## src/hw/rtl/plc_pkg.sv

```systemverilog
// Shared types, constants and codes of the point list block.
package plc_pkg;

    localparam int CAPACITY = 64;
    localparam int KIND_W   = 3;
    localparam int COORD_W  = 16;
    localparam int RADIUS_W = 17;
    localparam int STATUS_W = 2;
    localparam int TALLY_W  = 7;
    localparam int LEN_W    = $clog2(CAPACITY + 1);
    localparam int SQ_W     = 2 * COORD_W - 1;
    localparam int RR_W     = 2 * COORD_W;
    localparam int GRP_SIZE = 8;
    localparam int GRP_W    = $clog2(GRP_SIZE + 1);
    localparam int NGRP     = (CAPACITY + GRP_SIZE - 1) / GRP_SIZE;
    localparam int PAD_W    = NGRP * GRP_SIZE;

    typedef enum logic [KIND_W-1:0] {
        K_ADD    = 3'd0,
        K_POP    = 3'd1,
        K_CUT    = 3'd2,
        K_RADIUS = 3'd3,
        K_FIND   = 3'd4,
        K_LEN    = 3'd5
    } kind_t;

    typedef enum logic [STATUS_W-1:0] {
        STAT_OK   = 2'd0,
        STAT_MISS = 2'd1,
        STAT_FULL = 2'd2
    } status_t;

    typedef enum logic [1:0] {
        SH_HOLD,
        SH_PUSH,
        SH_POP,
        SH_CUT
    } shift_op_t;

    typedef enum logic [2:0] {
        S_IDLE,
        S_MATCH,
        S_EVAL,
        S_COUNT,
        S_SUM,
        S_RESULT
    } state_t;

    typedef struct packed {
        logic [COORD_W-1:0] x;
        logic [COORD_W-1:0] y;
        logic               valid;
    } entry_t;

    typedef struct packed {
        shift_op_t          op;
        logic [COORD_W-1:0] px;
        logic [COORD_W-1:0] py;
        logic [RR_W-1:0]    rr;
        logic               rr_ok;
    } cell_ctl_t;

endpackage

```

## src/hw/rtl/plc_tally.sv

```systemverilog
// Two-stage registered count of the in-radius flags of all slots.
module plc_tally (
    input  logic                          clk,
    input  logic [plc_pkg::CAPACITY-1:0]  hits,
    output logic [plc_pkg::LEN_W-1:0]     total
);
    import plc_pkg::*;

    logic [PAD_W-1:0] padded;
    logic [GRP_W-1:0] grp_next [NGRP];
    logic [GRP_W-1:0] grp_reg  [NGRP];
    logic [LEN_W-1:0] total_next;
    logic [LEN_W-1:0] total_reg;

    assign padded = PAD_W'(hits);

    // Count each group of eight flags
    always_comb
    begin
        for (int g = 0; g < NGRP; g++)
        begin
            grp_next[g] = '0;
            for (int b = 0; b < GRP_SIZE; b++)
            begin
                grp_next[g] = grp_next[g] + GRP_W'(padded[g*GRP_SIZE + b]);
            end
        end
    end

    // Add up the group counts
    always_comb
    begin
        total_next = '0;
        for (int g = 0; g < NGRP; g++)
        begin
            total_next = total_next + LEN_W'(grp_reg[g]);
        end
    end

    always_ff @(posedge clk)
    begin
        for (int g = 0; g < NGRP; g++)
        begin
            grp_reg[g] <= grp_next[g];
        end
        total_reg <= total_next;
    end

    assign total = total_reg;
endmodule

```

## config.mk

```make
export PLATFORM = sky130hd
export DESIGN_NAME = plc_tally
export DESIGN_NICKNAME = d
export VERILOG_FILES = /design/src/hw/rtl/plc_pkg.sv /design/src/hw/rtl/plc_tally.sv
export SDC_FILE = /design/constraint.sdc
export NUM_CORES = 1
export LEC_CHECK = 0
export BUFFER_PORTS_ARGS = -buffer_cell sky130_fd_sc_hd__buf_4
export CORE_UTILIZATION = 55
export CTS_CLUSTER_DIAMETER = 100
export DETAILED_ROUTE_END_ITERATION = 12
export PLACE_DENSITY = 0.84
export SETUP_SLACK_MARGIN = 0.4
export SLEW_MARGIN = 25
export SYNTH_ARGS = -nofsm -noshare
export SYNTH_HDL_FRONTEND = slang
export SYNTH_SLANG_ARGS = --single-unit
```

## constraint.sdc

```tcl
create_clock -name clk -period 7 [get_ports clk]
set_clock_uncertainty 0.05 [all_clocks]
set_input_delay 1.4 -clock clk [delete_from_list [all_inputs] [get_ports clk]]
set_output_delay 1.4 -clock clk [all_outputs]
set_load 0.01 [all_outputs]
```

Yosys cells after proc, flatten, opt, wreduce, memory -nomap -nowiden
Memories as Yosys holds them, arrays and structs flattened.
Cells that the tools add are included.
{ "totals": {"reg_bits": 7, "mem_bits_rw": 32, "inputBits": 65, "out_inout_bits": 7, "elab_cells": 65, "n_memories": 1} }
{ "classes": {"addsub": 63} }
{ "mem_list": {"columns": ["memory", "depth", "word_bits", "read_ports", "rd_clocked_by_memory_dff", "wr", "line_no", "rtl"], "rows": [
  ["grp_reg", 8, 4, 8, 0, 8, "plc_tally.sv:11", "logic [GRP_W-1:0] grp_reg [NGRP];"]
]} }
{ "op_table": {"columns": ["op", "count"], "rows": [
  ["adder 4 x 1 -> 4 bit", 32],
  ["adder 3 x 1 -> 4 bit", 8],
  ["adder 7 x 4 -> 7 bit", 4],
  ["adder 2 x 1 -> 3 bit", 8],
  ["adder 1 x 1 -> 2 bit", 8],
  ["adder 6 x 4 -> 7 bit", 1],
  ["adder 5 x 4 -> 6 bit", 1],
  ["adder 4 x 4 -> 5 bit", 1]
]} }

Depth between registers and ports, before layout
{ "logic_depth": {"depth_word": 7, "depth_mapped": 14, "mapped_depth_nobuf": 14} }

Worst setup path before layout
OpenSTA, ideal clock, no wires.
{ "synth_timing": {"path_type": "in2reg", "from": "input port hits[48] in the netlist's numbering", "to": "memory grp_reg[1][10] in the netlist's numbering", "setup_ns": 0.118, "arrival_time_ns": 3.615, "required_ns": 6.832, "path_slack_ns": 3.217, "stages": 8, "path_buffers": 0, "cell_sequence": "fa_1 inv_1 fa_1 fa_1 inv_1 ha_1 fa_1 xor2_1"} }
{ "synth_rtl": {"columns": ["item", "line_no", "rtl"], "rows": [
  ["from (decl)", "plc_tally.sv:4", "input logic [plc_pkg::CAPACITY-1:0] hits,"],
  ["to (decl)", "plc_tally.sv:11", null]
]} }

==> out/metrics.cfg <==
[die]
coreArea_sq_um=5107
chipHeight_microns=75.06
die-area_sq_um=5633
dieWidth_microns=75.06
pin_count=72
start_util_pct=57.47
rows=26

[timing]
rsz0062_at_grt=no
tightest_slew_ps=172.4
max_slew_margin_pct=88.38
setup_violations=0
period_needed_ps=3696
hold_viol_final=0
slew_viol_final=0
fmax_ghz=0.2706
post-route-period-util_pct=52.79
final.setup.tns_ps=0

[drt]
drc_errors=0
wl_per_cell_microns=9.514
via_per_inst=4.265
vias=1817
ant_nets=0
dr.pass1.iters=3
drt_iter0_markers=14
routed_wl_mm=4.053

[critical_path]
path_cells=buf_4, fa_1, inv_1, fa_1, fa_1, inv_1, ha_1, fa_1, xor2_1
worstSetupPathType=in -> reg
critPathBufInv=3
cp-end-kind=register
reg2reg_from=grp_reg[1][2]
startpoint=hits[32]
crit_path_frequent_cell=fa_1
critPathRequiredTime_ps=7120
critPathMaxStageDelay_ps=530
startpoint_type=input port
cp_top_family=adder cells
crit_slowest_cell=fa_1
crit_fanout=2
arrival_ps=3820

[run_status]
status=completed

[synth]
yosys_warnings=0
synthArstFlopShare_pct=0
yosys-top-cells-count=inv_1 (121), fa_1 (55), dfxtp_1 (39), ha_1 (31), nor2b_1 (9)
ys_ff_latch=39
ys.flop_type=dfxtp_1
synth_area_leaders=fa_1 (38%), dfxtp_1 (27%), inv_1 (15%), ha_1 (13%), xor2_1 (2.1%)
synthesis.nets=428
synth_enable_flop_cells=0
syn-cell-area_sq_um=2935
synth.avg_cell_area_sq_um=10.60
syn_inst=277
yosysMostFrequentCell=inv_1
netlist.area_leader.share_pct=37.51
synth_cell_types=12
seq_area_frac_synth_pct=26.60
synth_largest_area_cell=fa_1

[placement]
dp_hpwl_mm=3.715
routabilityCongestion=0.7776
dp.cells=418
port_buffers=71

[finish]
final_util_pct=71.26
nNetsFinal=506
antenna_cells=0
instances_no_fill=426
syn2layout_area_growth_pct=24.00
drive_gt1_share_pct=22.47
largest_register_ffs=32

[global_route]
grt_max_degree=13
antenna_found_initial=0
grt_util_all_layers_pct=16.68
grt_pass1_vias=1843
grt_overflow_total=0
grt_pass1_wl_mm=7.044

[cts]
clock_path_buffers=2
post_cts.repair.setup_buffers=0
cts_tree=built
cts_buffers=5
htreeDepth=2
clkTransAtPathRegs_ps=70
hold_buffers=0
clk-insertion-delay-late_ps=280
cts_sinks=39
cts_resized=0
cts.root.buffer_cell=clkbuf_8

[min_path]
hp-class=reg -> reg
worstHoldStart=grp_reg[0][12]

[run]
cap_viol_max_count=0

==> layer usage <==
metal	GRT usage (%)	vias up	share of wire, %
met3	4.418	6	4.7
met5	0	-	0
met4	2.935	0	0.94
li1	-	907	-
met2	30.83	41	55
met1	19.66	863	39
==> cells in the final DEF, fill, tap and decap left out <==
cell type and n:
xor2_1 7, dfxtp_1 39, xnor2_1 3, a21o_1 1, fa_1 55, nor2b_1 9, clkbuf_8 5, nand2b_1 1
inv_1 121, ha_1 31, clkinv_2 3, a21oi_1 8, buf_4 71, o21ai_0 1, a21oi_2 1
==> kinds of logic after synthesis <==
group	share of synthesized area [%]
XOR/XNOR	2.984
flip-flops	26.60
adder cells (fa/ha/maj)	50.72
AND/OR/NAND/NOR	2.131
buffers and inverters	15.47
AO/OA/AOI/OAI	2.089
==> worst paths after layout <==
| kind | cells past startpoint | slack (ps) | end |
|---|---|---|---|
| worst max register to register | 14 | 3410 | total[6] |
| worst min-delay path | 2 | 530 | total[0] |
| worst min register to register | 2 | 530 | total[0] |
| worst max-delay path | 9 | 3300 | grp_reg[1][2] |
==> worst min-delay path: stages, from the launching register on <==
cell,delay [ps]
dfxtp_1,320
ha_1,120
ha_1,120
==> area by class of cell <==
| type | instances | area, sq um |
|---|---|---|
| clock buffer | 5 | 68.82 |
| clock inverter | 3 | 15.01 |
| fill | 372 | 1468 |
| inverter | 121 | 454.2 |
| multi-input combinational | 117 | 1700 |
| sequential | 39 | 780.7 |
| tap | 70 | 87.58 |
| timing repair buffer | 71 | 533.0 |
==> stage by stage <==
stage               setup slack (ps)  hold slack, ps  instance area, sq um
finish                          3304           527.9                  3640
global route                    3198           570.5                  3640
CTS                             3313           535.6                  3640
detailed placement              3016           518.4                  3556
global placement                3056           514.4                  3556
floorplan                       3217           492.5                  2935
Power is not shown: default switching activity piles up to over one toggle a cycle in this logic, so the estimate is an artifact.
