[src/hw/rtl/plc_pkg.sv]
// Shared types, constants and codes of the point list block.
package plc_pkg;

    localparam int CAPACITY = 64;
    localparam int KIND_W   = 3;
    localparam int COORD_W  = 16;
    localparam int RADIUS_W = 17;
    localparam int STATUS_W = 2;
    localparam int TALLY_W  = 7;
    localparam int LEN_W    = $clog2(CAPACITY + 1);
    localparam int SQ_W     = 2 * COORD_W - 1;
    localparam int RR_W     = 2 * COORD_W;
    localparam int GRP_SIZE = 8;
    localparam int GRP_W    = $clog2(GRP_SIZE + 1);
    localparam int NGRP     = (CAPACITY + GRP_SIZE - 1) / GRP_SIZE;
    localparam int PAD_W    = NGRP * GRP_SIZE;

    typedef enum logic [KIND_W-1:0] {
        K_ADD    = 3'd0,
        K_POP    = 3'd1,
        K_CUT    = 3'd2,
        K_RADIUS = 3'd3,
        K_FIND   = 3'd4,
        K_LEN    = 3'd5
    } kind_t;

    typedef enum logic [STATUS_W-1:0] {
        STAT_OK   = 2'd0,
        STAT_MISS = 2'd1,
        STAT_FULL = 2'd2
    } status_t;

    typedef enum logic [1:0] {
        SH_HOLD,
        SH_PUSH,
        SH_POP,
        SH_CUT
    } shift_op_t;

    typedef enum logic [2:0] {
        S_IDLE,
        S_MATCH,
        S_EVAL,
        S_COUNT,
        S_SUM,
        S_RESULT
    } state_t;

    typedef struct packed {
        logic [COORD_W-1:0] x;
        logic [COORD_W-1:0] y;
        logic               valid;
    } entry_t;

    typedef struct packed {
        shift_op_t          op;
        logic [COORD_W-1:0] px;
        logic [COORD_W-1:0] py;
        logic [RR_W-1:0]    rr;
        logic               rr_ok;
    } cell_ctl_t;

endpackage

[src/hw/rtl/plc_cell.sv]
// One list slot: holds a point, matches it, squares it and shifts with its neighbours.
module plc_cell (
    input  logic               clk,
    input  logic               rst_n,
    input  plc_pkg::cell_ctl_t ctl,
    input  plc_pkg::entry_t    prev_entry,
    input  plc_pkg::entry_t    next_entry,
    output plc_pkg::entry_t    entry,
    input  logic               seen_in,
    output logic               seen_out,
    output logic               hit
);
    import plc_pkg::*;

    logic [COORD_W-1:0] x_reg, x_next;
    logic [COORD_W-1:0] y_reg, y_next;
    logic               valid_reg, valid_next;
    logic               match_reg, match_next;
    logic               hit_reg, hit_next;
    logic [SQ_W-1:0]    sqx_reg, sqy_reg;
    logic [COORD_W:0]   ax, ay;
    logic [2*COORD_W+1:0] sqx_full, sqy_full;
    logic [RR_W-1:0]    norm_sq;

    // Magnitudes and squares of the held point
    assign ax       = x_reg[COORD_W-1] ? ((COORD_W+1)'(0) - {1'b1, x_reg}) : {1'b0, x_reg};
    assign ay       = y_reg[COORD_W-1] ? ((COORD_W+1)'(0) - {1'b1, y_reg}) : {1'b0, y_reg};
    assign sqx_full = ax * ax;
    assign sqy_full = ay * ay;
    assign norm_sq  = RR_W'(sqx_reg) + RR_W'(sqy_reg);

    // Compare against the command point and the squared radius
    assign match_next = valid_reg && (x_reg == ctl.px) && (y_reg == ctl.py);
    assign hit_next   = valid_reg && ctl.rr_ok && (norm_sq <= ctl.rr);

    // Carry the first-match flag down the row
    assign seen_out = seen_in | match_reg;

    // Pick the next slot contents
    always_comb
    begin
        x_next     = x_reg;
        y_next     = y_reg;
        valid_next = valid_reg;
        case (ctl.op)
            SH_HOLD:
            begin
                x_next     = x_reg;
                y_next     = y_reg;
                valid_next = valid_reg;
            end
            SH_PUSH:
            begin
                x_next     = prev_entry.x;
                y_next     = prev_entry.y;
                valid_next = prev_entry.valid;
            end
            SH_POP:
            begin
                x_next     = next_entry.x;
                y_next     = next_entry.y;
                valid_next = next_entry.valid;
            end
            SH_CUT:
            begin
                if (seen_out)
                begin
                    x_next     = next_entry.x;
                    y_next     = next_entry.y;
                    valid_next = next_entry.valid;
                end
            end
            default:
            begin
                x_next     = x_reg;
                y_next     = y_reg;
                valid_next = valid_reg;
            end
        endcase
    end

    // Hold the point and the squares
    always_ff @(posedge clk)
    begin
        x_reg   <= x_next;
        y_reg   <= y_next;
        sqx_reg <= sqx_full[SQ_W-1:0];
        sqy_reg <= sqy_full[SQ_W-1:0];
    end

    // Hold the slot flags
    always_ff @(posedge clk or negedge rst_n)
    begin
        if (!rst_n)
        begin
            valid_reg <= 1'b0;
            match_reg <= 1'b0;
            hit_reg   <= 1'b0;
        end
        else
        begin
            valid_reg <= valid_next;
            match_reg <= match_next;
            hit_reg   <= hit_next;
        end
    end

    assign entry = '{x: x_reg, y: y_reg, valid: valid_reg};
    assign hit   = hit_reg;
endmodule

[config.mk]
export PLATFORM = sky130hd
export DESIGN_NAME = plc_cell
export DESIGN_NICKNAME = d
export VERILOG_FILES = /design/src/hw/rtl/plc_pkg.sv /design/src/hw/rtl/plc_cell.sv
export SDC_FILE = /design/constraint.sdc
export NUM_CORES = 1
export LEC_CHECK = 0
export BUFFER_PORTS_ARGS = -buffer_cell sky130_fd_sc_hd__buf_2
export CORE_ASPECT_RATIO = 1.1
export CORE_UTILIZATION = 60
export DETAILED_ROUTE_END_ITERATION = 10
export GPL_TIMING_DRIVEN = 1
export PLACE_DENSITY = 0.8
export SLEW_MARGIN = 5
export SYNTH_ARGS = -nofsm -noshare
export SYNTH_HDL_FRONTEND = slang
export SYNTH_SLANG_ARGS = --single-unit
export TNS_END_PERCENT = 20
[constraint.sdc]
create_clock -name clk -period 16.46 [get_ports clk]
set_input_delay 0.823 -clock clk [delete_from_list [all_inputs] [get_ports clk]]
set_output_delay 0.823 -clock clk [all_outputs]
set_load 0.01 [all_outputs]
======== Word-level counts from Yosys, hierarchy flattened ========
Cells that the tools add are included.
W data, S select, Z words.
operators by class
  magnitude comparators ................... 1
  bitwise logic cells ..................... 2
  mux-type cells .......................... 8
  multipliers ............................. 2
  add/subtract/negate cells ............... 3
  eq/ne operators ......................... 6
  reductions and logical operators ........ 6
operators by type and width
  cell                     number
  $pmux W16 S3             2
  $mul A17 B17 Y31         2
  $mux W17                 2
  $sub A1 B17 Y17 const A  2
  $add A31 B31 Y32         1
  $eq A16 B16 Y1           2
  $le A32 B32 Y1           1
  $mux W16                 2
  $eq A2 B2 Y1 const B     2
  $logic_and A1 B1 Y1      4
  $pmux W1 S3              1
  $eq A2 B1 Y1 const B     1
  $logic_not A2 Y1         1
  $ne A2 B2 Y1 const B     1
  $reduce_and A2 Y1        1
  $mux W1                  1
  $not A1 Y1               1
  $or A1 B1 Y1             1
word-level totals
  output and inout bits ................... 35
  logic and storage cells ................. 35
  register bits ........................... 97
  input port bits ......................... 136

======== Logic depth before layout (Yosys ltp) ========
  word-level depth ........................ 3
  mapped depth ............................ 32
  depth with buffers taken out ............ 29

======== Least setup slack after synthesis ========
No wires, ideal clock.
  path type ............................... register to register
  start ................................... register y_reg[4]
  end ..................................... register sqy_reg[29]
  data required time ...................... 16.331 ns
  arrival time ............................ 7.401 ns
  stages on the path, launching flop included .. 27
  setup slack ............................. 8.931 ns
  path buffers ............................ 0
  period minus slack after synthesis ...... 7.529 ns
  library setup time ...................... 0.129 ns
  cell sequence ........................... edfxtp_1 or4_4 or3_1 o21ai_0 xor2_1 clkinv_1 nand2_1 inv_1 fa_1 inv_1 fa_1 fa_1 inv_1 fa_1 fa_1 inv_1 fa_1 inv_1 ha_1 a21o_1 a21o_1 a21oi_1 o21ai_0 a41o_1 a2111oi_2 nor4_1 nand4b_1
on the way
  cells in the longest elaborated chain, start to end .. 3
RTL lines
  element                   RTL line        source
  start: declaration        plc_cell.sv:16  logic [COORD_W-1:0] y_reg, y_next;
  start signal: assignment  plc_cell.sv:86  y_reg <= y_next;
  $sub A1 B17 Y17           plc_cell.sv:27  assign ay = y_reg[COORD_W-1] ? ((COORD_W+1)'(0) - {1'b1, y_reg}) : {1'b0, y_reg};
  $mux W17 (*)              plc_cell.sv:27
  $mul A17 B17 Y31 (*)      plc_cell.sv:29  assign sqy_full = ay * ay;
  net sqy_full[29]          plc_cell.sv:22  logic [2*COORD_W+1:0] sqx_full, sqy_full;
  end signal: assignment    plc_cell.sv:88  sqy_reg <= sqy_full[SQ_W-1:0];
  end: declaration          plc_cell.sv:20  logic [SQ_W-1:0] sqx_reg, sqy_reg;
Mark *: on every way through the listed nets, which the timed path passes. The rest lies on a longest branch.
A chain may end at the register's enable or synchronous reset.

======== Final worst setup path ========
  start ................................... register x_reg[3]
  end ..................................... register sqx_reg[30]
on the way
  cells in the longest elaborated chain, start to end .. 3
RTL lines
  element                   RTL line        source
  start: declaration        plc_cell.sv:15  logic [COORD_W-1:0] x_reg, x_next;
  start signal: assignment  plc_cell.sv:85  x_reg <= x_next;
  $sub A1 B17 Y17           plc_cell.sv:26  assign ax = x_reg[COORD_W-1] ? ((COORD_W+1)'(0) - {1'b1, x_reg}) : {1'b0, x_reg};
  $mux W17 (*)              plc_cell.sv:26
  $mul A17 B17 Y31 (*)      plc_cell.sv:28  assign sqx_full = ax * ax;
  net sqx_full[30]          plc_cell.sv:22
  end signal: assignment    plc_cell.sv:87  sqx_reg <= sqx_full[SQ_W-1:0];
  end: declaration          plc_cell.sv:20
Marked as above.

==> out/summary.json <==
{
  "cp-end-kind": {"value": "flop"},
  "detailed_place_hpwl": {"value": 44300, "unit": "um"},
  "io_buffer_count": {"value": 170},
  "numCtsBuffers": {"value": 9},
  "drc": {"value": 0},
  "cpPeakStageDelay": {"value": 0.95, "unit": "ns"},
  "core.rowCount": {"value": 71},
  "post-cts-setup-buffers": {"value": 0},
  "post_drt_via_cell_ratio": {"value": 5.44},
  "synth.cells.most_frequent": {"value": "610 x sky130_fd_sc_hd__inv_1, 382 x sky130_fd_sc_hd__fa_1, 247 x sky130_fd_sc_hd__ha_1"},
  "grt.busiest_layer": {"value": "met2"},
  "drv_slew": {"value": 0},
  "coreArea": {"value": 34300, "unit": "um2"},
  "detail_route.iter0.violations": {"value": 966},
  "timing_worst_slew_pin_value": {"value": 1.21, "unit": "ns"},
  "synth_top_cells_by_area": {"value": "sky130_fd_sc_hd__fa_1 36%, sky130_fd_sc_hd__ha_1 15%, sky130_fd_sc_hd__inv_1 11%"},
  "timing.critical_path.max_delay_family": {"value": "adder cells"},
  "clock_sink_count": {"value": 95},
  "grt_first_pass_wirelength": {"value": 84600, "unit": "um"},
  "fmaxAchievable": {"value": 114, "unit": "MHz"},
  "combinational_family_with_the_most_area_after_synthesis": {"value": "adder cells"},
  "setup_slack_reg_to_reg": {"value": 7.69, "unit": "ns"},
  "grt_start_max_net_pins": {"value": 36},
  "cell_type_with_the_highest_occurrence_count_on_the_critical_path": {"value": "sky130_fd_sc_hd__fa_1"},
  "route.vias.total": {"value": 16100},
  "outcome": {"value": "finished clean"},
  "yosys.area_share.adder": {"value": 51.1, "unit": "%"},
  "path_clk_slew": {"value": 0.08, "unit": "ns"},
  "global_route.overflow_total": {"value": 0},
  "peak_fanout_along_the_critical_path": {"value": 11},
  "chipWidth": {"value": 180, "unit": "um"},
  "synth_top_flop_cell": {"value": "sky130_fd_sc_hd__dfxtp_1"},
  "cts_tree": {"value": "done"},
  "hold_path_class": {"value": "primary input to async pin"},
  "worstSetupStartpointType": {"value": "flop"},
  "antenna_left": {"value": 0},
  "drive_above_1_share": {"value": 10.1, "unit": "%"},
  "setup_total_negative_slack": {"value": 0, "unit": "ns"},
  "num-nets-final": {"value": 3281},
  "post-synth-top-count-cell": {"value": "sky130_fd_sc_hd__inv_1"},
  "ys_types": {"value": 75},
  "crit_arrival": {"value": 9.01, "unit": "ns"},
  "syn_avg_cell_area": {"value": 9.16, "unit": "um2"},
  "cts_htree_levels": {"value": 3},
  "weighted_congestion_at_the_end_of_routability_driven_global_placement": {"value": 0.960},
  "post_cts_repair_resize_count": {"value": 0},
  "post_drt_wl_per_cell": {"value": 17.2, "unit": "um"},
  "timing.critical_path.slowest_stage_cell": {"value": "sky130_fd_sc_hd__xor2_1"},
  "initial_core_util": {"value": 61.3, "unit": "%"},
  "max-slew-margin-rel": {"value": 18.1, "unit": "%"},
  "grt_use_met2": {"value": 53.7, "unit": "%"},
  "synthesized_area_fraction_occupied_by_and_or_nand_nor_cells": {"value": 10.0, "unit": "%"},
  "max_cap_violations": {"value": 0},
  "setup_repair_after_global_routing_missed_its_margin": {"value": "no"},
  "setup-violations-final": {"value": 0},
  "area.growth.synth_to_final": {"value": 9.10, "unit": "%"},
  "clock-root-buffer": {"value": "sky130_fd_sc_hd__clkbuf_16"},
  "die-height": {"value": 198, "unit": "um"},
  "postSynth.asyncResetShare": {"value": 3.16, "unit": "%"},
  "synthesis.area": {"value": 21000, "unit": "um2"},
  "combined_global_route_utilization_of_all_metal_layers": {"value": 30.4, "unit": "%"},
  "grt_antenna_before_repair": {"value": 1},
  "layout_worst_path_cycle_share": {"value": 53.3, "unit": "%"},
  "synth-compound-area-share": {"value": 8.21, "unit": "%"},
  "syn-instance-count": {"value": 2293},
  "cts-root-to-sink-buffers": {"value": 2},
  "worst_ep_required_time": {"value": 16.71, "unit": "ns"},
  "yosysTopAreaCell": {"value": "sky130_fd_sc_hd__fa_1"},
  "sequential_cell_area_fraction_in_the_yosys_report": {"value": 10.7, "unit": "%"},
  "yosysTopAreaCellShare": {"value": 36.4, "unit": "%"},
  "critPathBufInv": {"value": 5},
  "postCtsHoldBufs": {"value": 0},
  "crit_path_start": {"value": "x_reg[3]"},
  "post_synth_xor_area_fraction": {"value": 6.21, "unit": "%"},
  "global_route.usage.met1": {"value": 37.7, "unit": "%"},
  "worst_clock_skew": {"value": 0.0157, "unit": "ns"},
  "drt_first_pass_iters": {"value": 6},
  "postSynthRegisterBits": {"value": 95},
  "gr-usage-met3": {"value": 5.19, "unit": "%"},
  "wirelength_routed": {"value": 51000, "unit": "um"},
  "grt_pass1_vias": {"value": 17300},
  "io_pins": {"value": 171},
  "fill_cells": {"value": 2765},
  "synth-edff-count": {"value": 32},
  "worstReg2RegStart": {"value": "x_reg[3]"},
  "criticalPathCategory": {"value": "flop to flop"},
  "die_area": {"value": 35800, "unit": "um2"},
  "finalHoldViolations": {"value": 0},
  "clock_insertion_delay_worst_skew": {"value": 0.37, "unit": "ns"},
  "ys_warn_count": {"value": 0},
  "synth.area.mux_share": {"value": 1.86, "unit": "%"},
  "finalWorstPathRequiredPeriod": {"value": 8.77, "unit": "ns"}
}
-- cell families after synthesis --
kind of cell               Yosys count
xor gates and xnor gates           148
buffers and inverters              663
other                                2
DFF                                 95
muxes                               35
adders and majority gates          629
and+or+nand+nor                    466
AOI/OAI and AO/OA                  255
-- through the flow --
stage | util [%] | setup slack (ns) | cells | hold WS, ns | area [um2]
after floorplan | - | 8.93 | 2358 | 0.369 | 21200
after global placement | 66.0 | 8.01 | 2943 | 0.620 | 22600
after detailed placement | 66.0 | 7.79 | 2943 | 0.631 | 22600
after CTS | 66.8 | 7.76 | 2959 | 0.289 | 22900
after global routing | 66.8 | 7.18 | 2960 | 0.289 | 22900
final | 66.8 | 7.69 | 2960 | 0.295 | 22900
-- metal layers --
| metal | vias to the layer above | wire length [um] |
|---|---|---|
| met2 | 585 | 25800 |
| met3 | 111 | 3560 |
| met5 | - | 0 |
| li1 | 7435 | - |
| met1 | 7981 | 19900 |
| met4 | 0 | 1690 |
-- cells in the final DEF (no fill, tap or decap), drive strengths merged, types with 4 or more instances in the layout --
cell type    n
edfxtp      32
or2          4
clkinv      11
o31ai        9
xor2        47
inv        618
fa         382
and3        12
nor2b        9
a221oi       4
nand4       17
ha         247
o21a        22
nor3        18
a211o        5
buf        185
nor2       141
xnor2      101
a211oi       8
or4          5
a31oi       13
o21bai       7
clkbuf      12
o211ai       5
a21oi       67
nand3       25
dfxtp       60
mux2        33
or3         10
nand2b      14
a21o        52
conb        67
nor4         8
o21ai       36
and2         6
nand2      184
-- cell type report --
cell class	instances	area, um2	share of cell area [%]
Timing Repair Buffer	185	963	4.20
Inverter	625	2350	10.2
Clock inverter	4	37.5	0.164
Clock buffer	12	258	1.12
Multi-Input combinational cell	1600	16500	72.1
Tap cell	438	548	2.39
Antenna cell	1	2.50	0.0109
Sequential cell	95	2240	9.76
-- worst paths after layout --
| kind | depth (start not counted) | end |
|---|---|---|
| worst min register to register | 1 | sqx_reg[0] |
| min in group clk | 1 | sqx_reg[0] |
| worst min-delay path | 1 | valid_reg |
| worst max-delay path | 25 | sqx_reg[30] |
| max in group asynchronous | 1 | hit |
| worst max register to register | 25 | sqx_reg[30] |
Power is left out: the tool's default activity adds up to more than one toggle a clock period on the data nets, which glitch-free logic cannot reach.
